**config.mk**
```make
export PLATFORM = sky130hd
export DESIGN_NAME = tccw_ctrl
export DESIGN_NICKNAME = d
export VERILOG_FILES = /design/src/rtl/core/tccw_pkg.sv /design/src/rtl/core/tccw_ctrl.sv
export VERILOG_INCLUDE_DIRS = /design/src /design/src/rtl/core
export SDC_FILE = /design/constraint.sdc
export NUM_CORES = 1
export LEC_CHECK = 0
export BUFFER_PORTS_ARGS = -buffer_cell sky130_fd_sc_hd__buf_2
export CAP_MARGIN = 20
export CORE_MARGIN = 2
export CORE_UTILIZATION = 34
export CTS_CLUSTER_SIZE = 14
export DETAILED_ROUTE_END_ITERATION = 12
export PLACE_DENSITY = 0.68
export SLEW_MARGIN = 10
export SYNTH_ARGS = -nofsm -noshare
export SYNTH_HDL_FRONTEND = slang
export SYNTH_SLANG_ARGS = --single-unit
```
**constraint.sdc**
```tcl
create_clock -name clk -period 3.8 [get_ports clk]
set_input_delay 0.76 -clock clk [delete_from_list [all_inputs] [get_ports clk]]
set_output_delay 0.76 -clock clk [all_outputs]
set_load 0.005 [all_outputs]
```
**src/rtl/core/text_console_char_writer_top_macros.svh**
```systemverilog
// Assertion macros used by the console writer controller.
`ifndef TEXT_CONSOLE_CHAR_WRITER_TOP_MACROS_SVH
`define TEXT_CONSOLE_CHAR_WRITER_TOP_MACROS_SVH

// Check a condition in the same cycle as its trigger.
`define TCCW_ASSERT_SAME(lbl, trig, cond, msg) \
	lbl: assert property (@(posedge clk) disable iff (!arst_n) (trig) |-> (cond)) \
		else $error(msg);

// Check a condition in the cycle after its trigger.
`define TCCW_ASSERT_NEXT(lbl, trig, cond, msg) \
	lbl: assert property (@(posedge clk) disable iff (!arst_n) (trig) |=> (cond)) \
		else $error(msg);

`endif

```
**src/rtl/core/tccw_pkg.sv**
```systemverilog
// Shared constants, codes and controller/datapath interface types.
package tccw_pkg;

	localparam int CURSOR_W  = 11;
	localparam int ADDR_IN_W = 11;
	localparam int BYTE_W    = 8;
	localparam int KIND_W    = 2;
	localparam int S_DATA_W  = 32;
	localparam int M_DATA_W  = 32;

	localparam logic [KIND_W-1:0] KIND_PUT   = 2'd0;
	localparam logic [KIND_W-1:0] KIND_CLEAR = 2'd1;
	localparam logic [KIND_W-1:0] KIND_READ  = 2'd2;

	localparam logic [BYTE_W-1:0] CODE_NUL       = 8'h00;
	localparam logic [BYTE_W-1:0] CODE_NEWLINE   = 8'h0a;
	localparam logic [BYTE_W-1:0] CODE_BACKSPACE = 8'h08;
	localparam logic [BYTE_W-1:0] BLANK_CHAR     = 8'h20;
	localparam logic [BYTE_W-1:0] BLANK_ATTR     = 8'h07;

	typedef enum logic [1:0] {
		PTR_HOLD     = 2'd0,
		PTR_ZERO     = 2'd1,
		PTR_COLS     = 2'd2,
		PTR_LAST_ROW = 2'd3
	} ptr_op_t;

	typedef struct packed {
		logic    latch;
		logic    exec_put;
		logic    exec_read;
		logic    copy_step;
		logic    blank_step;
		ptr_op_t ptr_op;
		logic    cursor_clear;
		logic    cursor_scroll;
		logic    set_scrolled;
		logic    load_out;
	} dp_cmd_t;

	typedef struct packed {
		logic kind_put;
		logic kind_read;
		logic kind_clear;
		logic need_scroll;
		logic ptr_last;
		logic out_busy;
	} dp_sts_t;

endpackage

```
**src/rtl/core/tccw_ctrl.sv**
```systemverilog
// Controller: sequences item execution, screen sweeps and result hand-off.
module tccw_ctrl (
	input  logic              clk,
	input  logic              arst_n,
	input  logic              in_valid,
	output logic              in_ready,
	input  tccw_pkg::dp_sts_t sts,
	output tccw_pkg::dp_cmd_t cmd
);
	import tccw_pkg::*;

	typedef enum logic [6:0] {
		ST_WIPE  = 7'b0000001,
		ST_IDLE  = 7'b0000010,
		ST_EXEC  = 7'b0000100,
		ST_DONE  = 7'b0001000,
		ST_COPY  = 7'b0010000,
		ST_DRAIN = 7'b0100000,
		ST_BLANK = 7'b1000000
	} state_t;

	state_t state_q, state_d;

	always_comb begin
		state_d  = state_q;
		cmd      = '0;
		in_ready = 1'b0;
		case (state_q)
			ST_WIPE: begin
				cmd.blank_step = 1'b1;
				if (sts.ptr_last) begin
					state_d = ST_IDLE;
				end
			end
			ST_IDLE: begin
				in_ready  = 1'b1;
				cmd.latch = in_valid;
				if (in_valid) begin
					state_d = ST_EXEC;
				end
			end
			ST_EXEC: begin
				state_d = ST_DONE;
				if (sts.kind_put) begin
					cmd.exec_put = 1'b1;
				end else if (sts.kind_read) begin
					cmd.exec_read = 1'b1;
				end else if (sts.kind_clear) begin
					cmd.cursor_clear = 1'b1;
					cmd.ptr_op       = PTR_ZERO;
					state_d          = ST_BLANK;
				end
			end
			ST_DONE: begin
				if (sts.need_scroll) begin
					cmd.ptr_op       = PTR_COLS;
					cmd.set_scrolled = 1'b1;
					state_d          = ST_COPY;
				end else if (!sts.out_busy) begin
					// post the result and take the next item in the same cycle
					cmd.load_out = 1'b1;
					in_ready     = 1'b1;
					cmd.latch    = in_valid;
					state_d      = in_valid ? ST_EXEC : ST_IDLE;
				end
			end
			ST_COPY: begin
				cmd.copy_step = 1'b1;
				if (sts.ptr_last) begin
					state_d = ST_DRAIN;
				end
			end
			ST_DRAIN: begin
				// last copy write lands here; start blanking the bottom row next
				cmd.ptr_op        = PTR_LAST_ROW;
				cmd.cursor_scroll = 1'b1;
				state_d           = ST_BLANK;
			end
			ST_BLANK: begin
				cmd.blank_step = 1'b1;
				if (sts.ptr_last) begin
					state_d = ST_DONE;
				end
			end
			default: begin
				state_d = ST_IDLE;
			end
		endcase
	end

	always_ff @(posedge clk or negedge arst_n) begin
		if (!arst_n) begin
			state_q <= ST_WIPE;
		end else begin
			state_q <= state_d;
		end
	end

`include "text_console_char_writer_top_macros.svh"

	`TCCW_ASSERT_SAME(a_ready_state, in_ready, (state_q == ST_IDLE || state_q == ST_DONE), "ready outside idle or done")
	`TCCW_ASSERT_NEXT(a_accept_exec, (in_valid && in_ready), (state_q == ST_EXEC), "accepted item not executed")
	`TCCW_ASSERT_SAME(a_load_free, cmd.load_out, !sts.out_busy, "result loaded over a pending result")
	`TCCW_ASSERT_NEXT(a_copy_drain, (state_q == ST_COPY && sts.ptr_last), (state_q == ST_DRAIN), "scroll copy did not drain")

endmodule

```
==> flow_metrics.env, run 1 <==
export IMPL_status="finished, final reports clean"
export IMPL_yosys_warnings=0
export IMPL_finClkSkew_ps=0.701
export IMPL_cts_repair_resize_count=0
export IMPL_seqPwrFrac_pct=33.9
export IMPL_top_register="state_q"
export IMPL_grt_pass1_vias=490
export IMPL_dp_slack_ps=1220
export IMPL_core_area_um2=1690
export IMPL_clkTransAtPathRegs_ps=50
export IMPL_use_met3_pct=7.14
export IMPL_worst_slew_pin_transition_ps=378
export IMPL_cap_violations=0
export IMPL_place_hpwl_mm=1.03
export IMPL_clk_latency_ps=250
export IMPL_syn_area_per_cell_um2=8.24
export IMPL_slew_violations=0
export IMPL_syn_nets=81
export IMPL_rsz0062_at_grt="no"
export IMPL_worstPathArrival_ps=1810
export IMPL_synth_area_leaders="dfrtp_1 (25%), nor2_1 (5.7%), dfstp_2 (4.4%)"
export IMPL_hold_viol_final=0
export IMPL_slew_headroom_pct=74.6
export IMPL_place_area_um2=682
export IMPL_worstPathMaxFanout=3
export IMPL_critPathKind="in2out"
export IMPL_worstPathRequired_ps=3040
export IMPL_grt_busiest_layer="met2"
export IMPL_diodes=0
export IMPL_period_needed_ps=2570
export IMPL_met1_usage_pct=18.8
export IMPL_vias_per_cell=5.47
export IMPL_worst_setup_path_start_kind="input port"
export IMPL_setup_ws_ps=1230
export IMPL_synth_area_leader_cell="dfrtp_1"
export IMPL_switching_share_pct=40.1
export IMPL_synth_top_area_share_pct=25.3
export IMPL_totalPowerFinal_uw=371
export IMPL_syn_area_um2=593
export IMPL_vdd_drop_max_v=0.000282
export IMPL_largest_register_ffs=7
export IMPL_wl_per_cell_um=12.6
export IMPL_numCtsBuffers=3
export IMPL_gp_congestion=0.767
export IMPL_internal_power_uw=222
export IMPL_nets=100
export IMPL_ant_nets=0
export IMPL_initial_core_util_pct=35.1
export IMPL_cts_sinks=7
export IMPL_yosysSeqAreaShare_pct=29.7
export IMPL_overflow=0
export IMPL_die_w_um=45.8
export IMPL_grt_pass1_wl_mm=2.15
export IMPL_cts_hold_buf=0
export IMPL_grt_usage_pct=14.8
export IMPL_p_leak_nw=0.380
export IMPL_hold_class="in2async"
export IMPL_post_cts_repair_setup_buffers=0
export IMPL_final_cell_area_um2=708
export IMPL_crit_path_end_kind="output port"
export IMPL_ys_types=36
export IMPL_drt_wl_total_mm=1.35
export IMPL_met2_usage_pct=21.7
export IMPL_top_regs="state_q: 7 flops"
export IMPL_comb_power_share_pct=47.6
export IMPL_synthCells=72
export IMPL_cts_max_level=1
export IMPL_reg2regPathDepth=4
export IMPL_drt_initial_drc_count=13
export IMPL_vias=585
export IMPL_setup_violations=0
export IMPL_area_delta_synth_final_pct=19.4
export IMPL_port_buffers=20
export IMPL_antenna_found_initial=0
export IMPL_remaining_drc_errors=0
export IMPL_clockBufferDepth=2
export IMPL_io_pins=21
export IMPL_p_clk_share_pct=18.6
export IMPL_finalCritPeriodShare_pct=67.7
export IMPL_r2r_end="state_q[1]"
export IMPL_die_y_um=45.8
export IMPL_ys_seq_elements=7
export IMPL_rr_startpoint="state_q[6]"
export IMPL_drive_gt1_share_pct=35.6
export IMPL_row_count=15
export IMPL_cts_tree="done"
export IMPL_grt_max_degree=12
export IMPL_root_buffer="clkbuf_4"
export IMPL_fmax_mhz=388
export IMPL_first_pass_iters=4
export IMPL_r2r_slack_ps=2250
export IMPL_switching_power_uw=149
export IMPL_fin_tns_setup_ps=0
export IMPL_die_area_um2=2090
export IMPL_p_per_area_nw_per_um2=524
## layer usage
layer	part of all wire, %	vias up
li1	-	290
met1	44	263
met2	45	30
met3	9.4	2
met4	0.59	0
met5	0	-
## worst max-delay path, stage by stage
cell and delay [ps]:
buf_2 100, or3b_2 480, o21ai_0 170, and3b_1 190, buf_2 120
## kinds of logic (layout without fill, tap and decap cells)
kind of cell | Yosys count | count (layout) | synth area share (%)
simple gates | 40 | 40 | 42.0
compound gates | 11 | 11 | 14.8
buf+inv | 11 | 29 | 8.65
flops | 7 | 7 | 29.7
xor+xnor | 2 | 2 | 2.95
mux | 1 | 1 | 1.90
## Yosys cell counts, drive strengths merged
master	count
nor2	9
buf	6
dfrtp	6
inv	5
nand3	4
nor3	4
and2	3
nand2b	3
nor2b	3
o21ai	3
a21o	2
and3	2
nand2	2
nor4	2
a221oi	1
a311oi	1
and3b	1
dfstp	1
mux2	1
nand4	1
nand4b	1
nor3b	1
nor4b	1
o211ai	1
o22ai	1
o311a	1
o32ai	1
or2	1
or3	1
or3b	1
xnor2	1
xor2	1
## worst max path at each step
stage / start / endpoint / slack (ps)
after detailed placement: sts[4] / cmd[4] / 1220
final: sts[4] / cmd[4] / 1230
after global placement: sts[4] / cmd[4] / 1260
after global routing: state_q[1] / cmd[10] / 1130
after floorplan: sts[4] / cmd[4] / 1470
after CTS: sts[4] / cmd[4] / 1220
## layout make-up
type                            count  area, um^2
Timing Repair Buffer               20         100
Fill cell                         165         981
Inverter                            5        18.8
Tap cell                           17        21.3
Multi-Input combinational cell     54         365
Sequential cell                     7         176
Clock buffer                        4        26.3
## metrics by stage
stage / hold slack, ps / utilization [%] / std cells
2_1_floorplan: 464 / - / 72
3_3_place_gp: 576 / 40.4 / 103
3_5_place_dp: 586 / 40.4 / 103
4_1_cts: 331 / 41.9 / 107
5_1_grt: 321 / 41.9 / 107
6_report: 334 / 41.9 / 107
## power groups by stage
stage / logic (mW) / registers (mW) / clock network, mW
global route: 0.198 / 0.131 / 0.0810
CTS: 0.177 / 0.125 / 0.0729
floorplan: 0.156 / 0.103 / 0
finish: 0.177 / 0.126 / 0.0689
global placement: 0.175 / 0.127 / 0
detailed placement: 0.176 / 0.126 / 0
## placed cells by master, fill, tap and decap left out, drive strengths merged
cell type  count
dfstp          1
buf           20
nand4          1
or2            1
nor3           4
or3            1
nor4           2
o211ai         1
nand2b         3
inv            5
clkbuf         4
and2           3
and3b          1
o21ai          3
nor3b          1
nor2           9
or3b           1
nand2          2
a311oi         1
nor4b          1
o22ai          1
o311a          1
nand4b         1
nand3          4
o32ai          1
xnor2          1
a221oi         1
xor2           1
dfrtp          6
mux2           1
a21o           2
and3           2
nor2b          3
No activity file was read; power rests on OpenSTA's default activity.
==> run 2, diff against run 1 <==
- ABC_AREA: not set -> 1
- PLACE_DENSITY: 0.68 -> 0.69
- clock period: 3.8 -> 2.7 ns (I/O delays scaled with it)
==> flow_metrics.env, run 2 <==
export IMPL_synth_area_leaders="dfrtp_1 (26%), nand2_1 (13%), nor2_1 (9.9%)"
export IMPL_yosys_warnings=0
export IMPL_worstPathMaxFanout=5
export IMPL_synth_area_leader_cell="dfrtp_1"
export IMPL_grt_pass1_wl_mm=2.17
export IMPL_worst_slew_pin_transition_ps=219
export IMPL_antenna_found_initial=0
export IMPL_critical_path_startpoint="state_q[1]"
export IMPL_post_cts_repair_setup_buffers=0
export IMPL_root_buffer="clkbuf_4"
export IMPL_synth_top_family_by_area="simple AND/OR/NAND/NOR gates"
export IMPL_synthCells=88
export IMPL_area_delta_synth_final_pct=25.7
export IMPL_period_needed_ps=2010
export IMPL_io_pins=21
export IMPL_p_per_area_nw_per_um2=754
export IMPL_switching_power_uw=243
export IMPL_slew_headroom_pct=85.3
export IMPL_first_pass_iters=4
export IMPL_grt_usage_pct=15.1
export IMPL_cts_sinks=7
export IMPL_die_area_um2=2020
export IMPL_ant_nets=0
export IMPL_row_count=14
export IMPL_grt_max_degree=8
export IMPL_diodes=0
export IMPL_top_regs="state_q: 7 flops"
export IMPL_switching_share_pct=45.1
export IMPL_worst_setup_path_start_kind="flop"
export IMPL_initial_core_util_pct=36.9
export IMPL_synthMuxAreaShare_pct=0
export IMPL_largest_register_ffs=7
export IMPL_status="finished, final reports clean"
export IMPL_synth_compound_area_share_pct=6.37
export IMPL_remaining_drc_errors=0
export IMPL_register_area_um2=176
export IMPL_final_fill_count=168
export IMPL_setup_violations=0
export IMPL_drive_gt1_share_pct=41.1
export IMPL_numCtsBuffers=3
export IMPL_ys_types=16
export IMPL_clk_latency_ps=260
export IMPL_fin_tns_setup_ps=0
export IMPL_finalCritPeriodShare_pct=74.4
export IMPL_internal_power_uw=296
export IMPL_top_register="state_q"
export IMPL_synthFlopType="dfrtp_1"
export IMPL_multiInputGateArea_um2=318
export IMPL_syn_nets=97
export IMPL_nets=122
export IMPL_p_leak_nw=0.453
export IMPL_final_cell_mix="nand2_1 (20), buf_2 (20), nor2_1 (15)"
export IMPL_wl_per_cell_um=9.68
export IMPL_synth_top_area_share_pct=26.4
export IMPL_core_area_um2=1540
export IMPL_die_y_um=44.9
export IMPL_cap_violations=0
export IMPL_crit_path_end_kind="output port"
export IMPL_synthXorXnorAreaFrac_pct=0
export IMPL_yosysSeqAreaShare_pct=31.0
export IMPL_ys_seq_elements=7
export IMPL_p_clk_share_pct=17.6
export IMPL_drt_wl_total_mm=1.24
export IMPL_place_inst=124
export IMPL_final_cells=128
export IMPL_rr_startpoint="state_q[0]"
export IMPL_final_util_pct=46.4
export IMPL_gp_congestion=0.833
export IMPL_die_w_um=44.9
export IMPL_slew_violations=0
export IMPL_synthArstFlopShare_pct=100
export IMPL_seqPwrFrac_pct=27.7
export IMPL_clkTransAtPathRegs_ps=50
export IMPL_grt_pass1_vias=535
export IMPL_yosys_area_share_adder_pct=0
export IMPL_worstPathRequired_ps=2160
export IMPL_synth_edff_count=0
export IMPL_cts_repair_resize_count=0
export IMPL_vias=602
export IMPL_comb_power_share_pct=54.7
export IMPL_worstPathArrival_ps=1470
export IMPL_ys_top_cells_by_count="nand2_1 (20), nor2_1 (15), inv_1 (14)"
export IMPL_vdd_drop_max_v=0.000318
export IMPL_vias_per_cell=4.70
export IMPL_finClkSkew_ps=3.02
export IMPL_overflow=0
export IMPL_cts_hold_buf=0
export IMPL_clockBufferDepth=2
export IMPL_synthSimpleGateAreaFrac_pct=49.5
export IMPL_critPathKind="reg2out"
export IMPL_place_hpwl_mm=1.09
export IMPL_port_buffers=20
export IMPL_syn_area_um2=569
export IMPL_fmax_mhz=498
export IMPL_cts_max_level=1
export IMPL_hold_class="in2async"
export IMPL_cts_tree="done"
export IMPL_syn_area_per_cell_um2=6.47
export IMPL_yosysMostFrequentCell="nand2_1"
export IMPL_rsz0062_at_grt="no"
export IMPL_hold_viol_final=0
export IMPL_drt_initial_drc_count=12
==> run 2: worst max-delay path, stage by stage (launching register included) <==
cell	delay, ps
dfrtp_1	410
nor2_4	150
nand2_2	80
nor2_4	130
nand2_2	70
o21ai_2	140
inv_2	50
nor2_1	70
buf_2	110
==> run 2: path summary, 6_finish.rpt <==
check                                  end  slack (ps)  cells after the start
worst max-delay path               cmd[10]         690                      8
worst min-delay path            state_q[5]         110                      1
worst max register to register  state_q[6]        1370                      9
worst min register to register  state_q[6]         500                      2
max in group asynchronous       state_q[0]        2360                      1
min in group clk                state_q[0]         450                      2
==> run 2: cell type report <==
| type | instances | share of cell area, % |
|---|---|---|
| inverters | 20 | 10.5 |
| multi-input cells | 61 | 44.4 |
| repair buffers | 20 | 14.0 |
| well taps | 16 | 2.80 |
| flip-flops and latches | 7 | 24.7 |
| clock buffers | 4 | 3.67 |
==> run 2: per-layer routing <==
metal / vias to the layer above / track usage, % / part of all wire [%]
met1: 267 / 20.0 / 45
li1: 314 / - / -
met5: - / 0 / 0
met2: 16 / 22.9 / 49
met3: 5 / 1.60 / 2.7
met4: 0 / 10.6 / 3.5
==> run 2: kinds of logic (layout without fill, tap and decap cells) <==
family / Yosys count / after routing
flops: 7 / 7
simple gates: 56 / 56
compound gates: 5 / 5
buf+inv: 20 / 44
==> run 2: per-stage QoR <==
step	power (mW)	worst slack, ps	hold slack (ps)	area, um^2
6_report	0.540	692	105	716
5_1_grt	0.596	577	121	716
4_1_cts	0.549	669	110	716
3_5_place_dp	0.453	945	381	689
3_3_place_gp	0.440	982	377	689
2_1_floorplan	0.374	1090	244	569
==> run 2: power by group through the flow <==
| stage | clock (mW) | sequential (mW) | combinational [mW] |
|---|---|---|---|
| after floorplan | 0 | 0.147 | 0.227 |
| after global placement | 0 | 0.150 | 0.291 |
| after detailed placement | 0 | 0.152 | 0.301 |
| after CTS | 0.0966 | 0.151 | 0.302 |
| after global routing | 0.0993 | 0.154 | 0.343 |
| final | 0.0949 | 0.149 | 0.295 |
==> run 3, diff against run 2 <==
- PLACE_DENSITY: 0.69 -> 0.71
- clock period: 2.7 -> 1.7 ns (I/O delays scaled with it)
==> flow_metrics.env, run 3 (synthesized netlist as in run 2, its figures left out) <==
export IMPL_status="finished, violations left"
export IMPL_violations="negative setup slack"
export IMPL_wl_per_cell_um=10.0
export IMPL_dp_slack_ps=174
export IMPL_vias=640
export IMPL_die_y_um=44.9
export IMPL_area_delta_synth_final_pct=40.7
export IMPL_numCtsBuffers=3
export IMPL_cts_max_level=1
export IMPL_diodes=0
export IMPL_slew_violations=0
export IMPL_gp_congestion=0.784
export IMPL_hold_class="in2reg"
export IMPL_final_util_pct=51.9
export IMPL_fmax_mhz=550
export IMPL_grt_usage_pct=15.6
export IMPL_critPathKind="reg2out"
export IMPL_hold_viol_final=0
export IMPL_top_register="state_q"
export IMPL_remaining_drc_errors=0
export IMPL_overflow=0
export IMPL_place_inst=124
export IMPL_cts_tree="done"
export IMPL_clockBufferDepth=2
export IMPL_finalCritPeriodShare_pct=107
export IMPL_switching_share_pct=44.1
export IMPL_final_cells=137
export IMPL_core_area_um2=1540
export IMPL_final_fill_count=149
export IMPL_drt_initial_drc_count=19
export IMPL_top_regs="state_q: 7 flops"
export IMPL_rr_startpoint="state_q[0]"
export IMPL_seqPwrFrac_pct=26.0
export IMPL_p_per_area_nw_per_um2=1180
export IMPL_first_pass_iters=4
export IMPL_final_cell_area_um2=801
export IMPL_cap_violations=0
export IMPL_antenna_found_initial=0
export IMPL_rsz0062_at_grt="yes"
export IMPL_critical_path_startpoint="state_q[4]"
export IMPL_cts_sinks=7
export IMPL_worstPathMaxFanout=4
export IMPL_crit_path_end_kind="output port"
export IMPL_fin_tns_setup_ps=-186
export IMPL_nets=131
export IMPL_p_clk_share_pct=15.5
export IMPL_root_buffer="clkbuf_4"
export IMPL_largest_register_ffs=7
export IMPL_initial_core_util_pct=36.9
export IMPL_port_buffers=20
export IMPL_internal_power_uw=527
export IMPL_worstPathRequired_ps=1360
export IMPL_vdd_drop_max_v=0.000681
export IMPL_row_count=14
export IMPL_die_area_um2=2020
export IMPL_place_hpwl_mm=1.04
export IMPL_place_area_um2=689
export IMPL_drive_gt1_share_pct=48.8
export IMPL_period_needed_ps=1820
export IMPL_hold_slack_ps=257
export IMPL_vias_per_cell=4.67
export IMPL_drt_wl_total_mm=1.38
export IMPL_p_leak_nw=0.494
export IMPL_grt_pass1_vias=567
export IMPL_slew_headroom_pct=83.1
export IMPL_worst_setup_path_start_kind="flop"
export IMPL_setup_ws_ps=-117
export IMPL_totalPowerFinal_uw=942
export IMPL_setup_violations=6
export IMPL_min_from="sts[1]"
export IMPL_clk_latency_ps=250
export IMPL_worst_slew_pin_transition_ps=252
export IMPL_grt_pass1_wl_mm=2.26
export IMPL_io_pins=21
export IMPL_comb_power_share_pct=58.4
export IMPL_switching_power_uw=416
export IMPL_ant_nets=0
export IMPL_grt_max_degree=8
export IMPL_worstPathArrival_ps=1480
export IMPL_final_cell_mix="nand2_1 (20), buf_2 (20), inv_1 (13)"
export IMPL_clkTransAtPathRegs_ps=50
export IMPL_finClkSkew_ps=4.06
export IMPL_die_w_um=44.9
-- run 3: repair_timing --
item / in CTS / in global routing
resized for setup: 1 / 5
buffers inserted: 2 / 6
setup endpoints to repair: 5 / 8
hold endpoints to repair: 6 / 0
pin swaps: 4 / 5
hold buffers: 1 / 0
-- run 3: critical path, stage by stage, from the launching register on --
cell     delay, ps
dfrtp_1        400
inv_2           90
nand3_4        100
nor2_4         160
nand2_2         70
o21ai_2        150
inv_2           50
nor2_2          80
buf_2          110
-- run 3: power by group through the flow --
stage	clock, mW	combinational (mW)	sequential [mW]
finish	0.146	0.551	0.245
global route	0.154	0.619	0.249
CTS	0.149	0.484	0.237
detailed placement	0	0.465	0.239
global placement	0	0.458	0.237
floorplan	0	0.360	0.233
-- run 3: final cells by class --
| cell class | instances | area, um^2 | area share (%) |
|---|---|---|---|
| multi-input cells | 61 | 333 | 41.6 |
| clock buffers | 4 | 26.3 | 3.28 |
| flip-flops and latches | 7 | 176 | 22.0 |
| repair buffers | 29 | 170 | 21.2 |
| inverters | 20 | 75.1 | 9.38 |
| well taps | 16 | 20.0 | 2.50 |
-- run 3: metal layers --
metal | wire (um) | global-route usage (%) | up-vias | part of all wire, %
li1 | - | - | 334 | -
met4 | 40 | 8.82 | 0 | 2.9
met3 | 80 | 2.40 | 5 | 5.8
met1 | 581 | 20.4 | 282 | 42
met2 | 674 | 24.6 | 19 | 49
met5 | 0 | 0 | - | 0
-- run 3: final timing paths --
kind,end,slack (ps),cells after the start
worst max-delay path,cmd[10],-120,8
worst min-delay path,state_q[0],260,2
worst max register to register,state_q[3],190,10
worst min register to register,state_q[6],510,2
max in group asynchronous,state_q[0],1010,2
min in group asynchronous,state_q[4],460,2
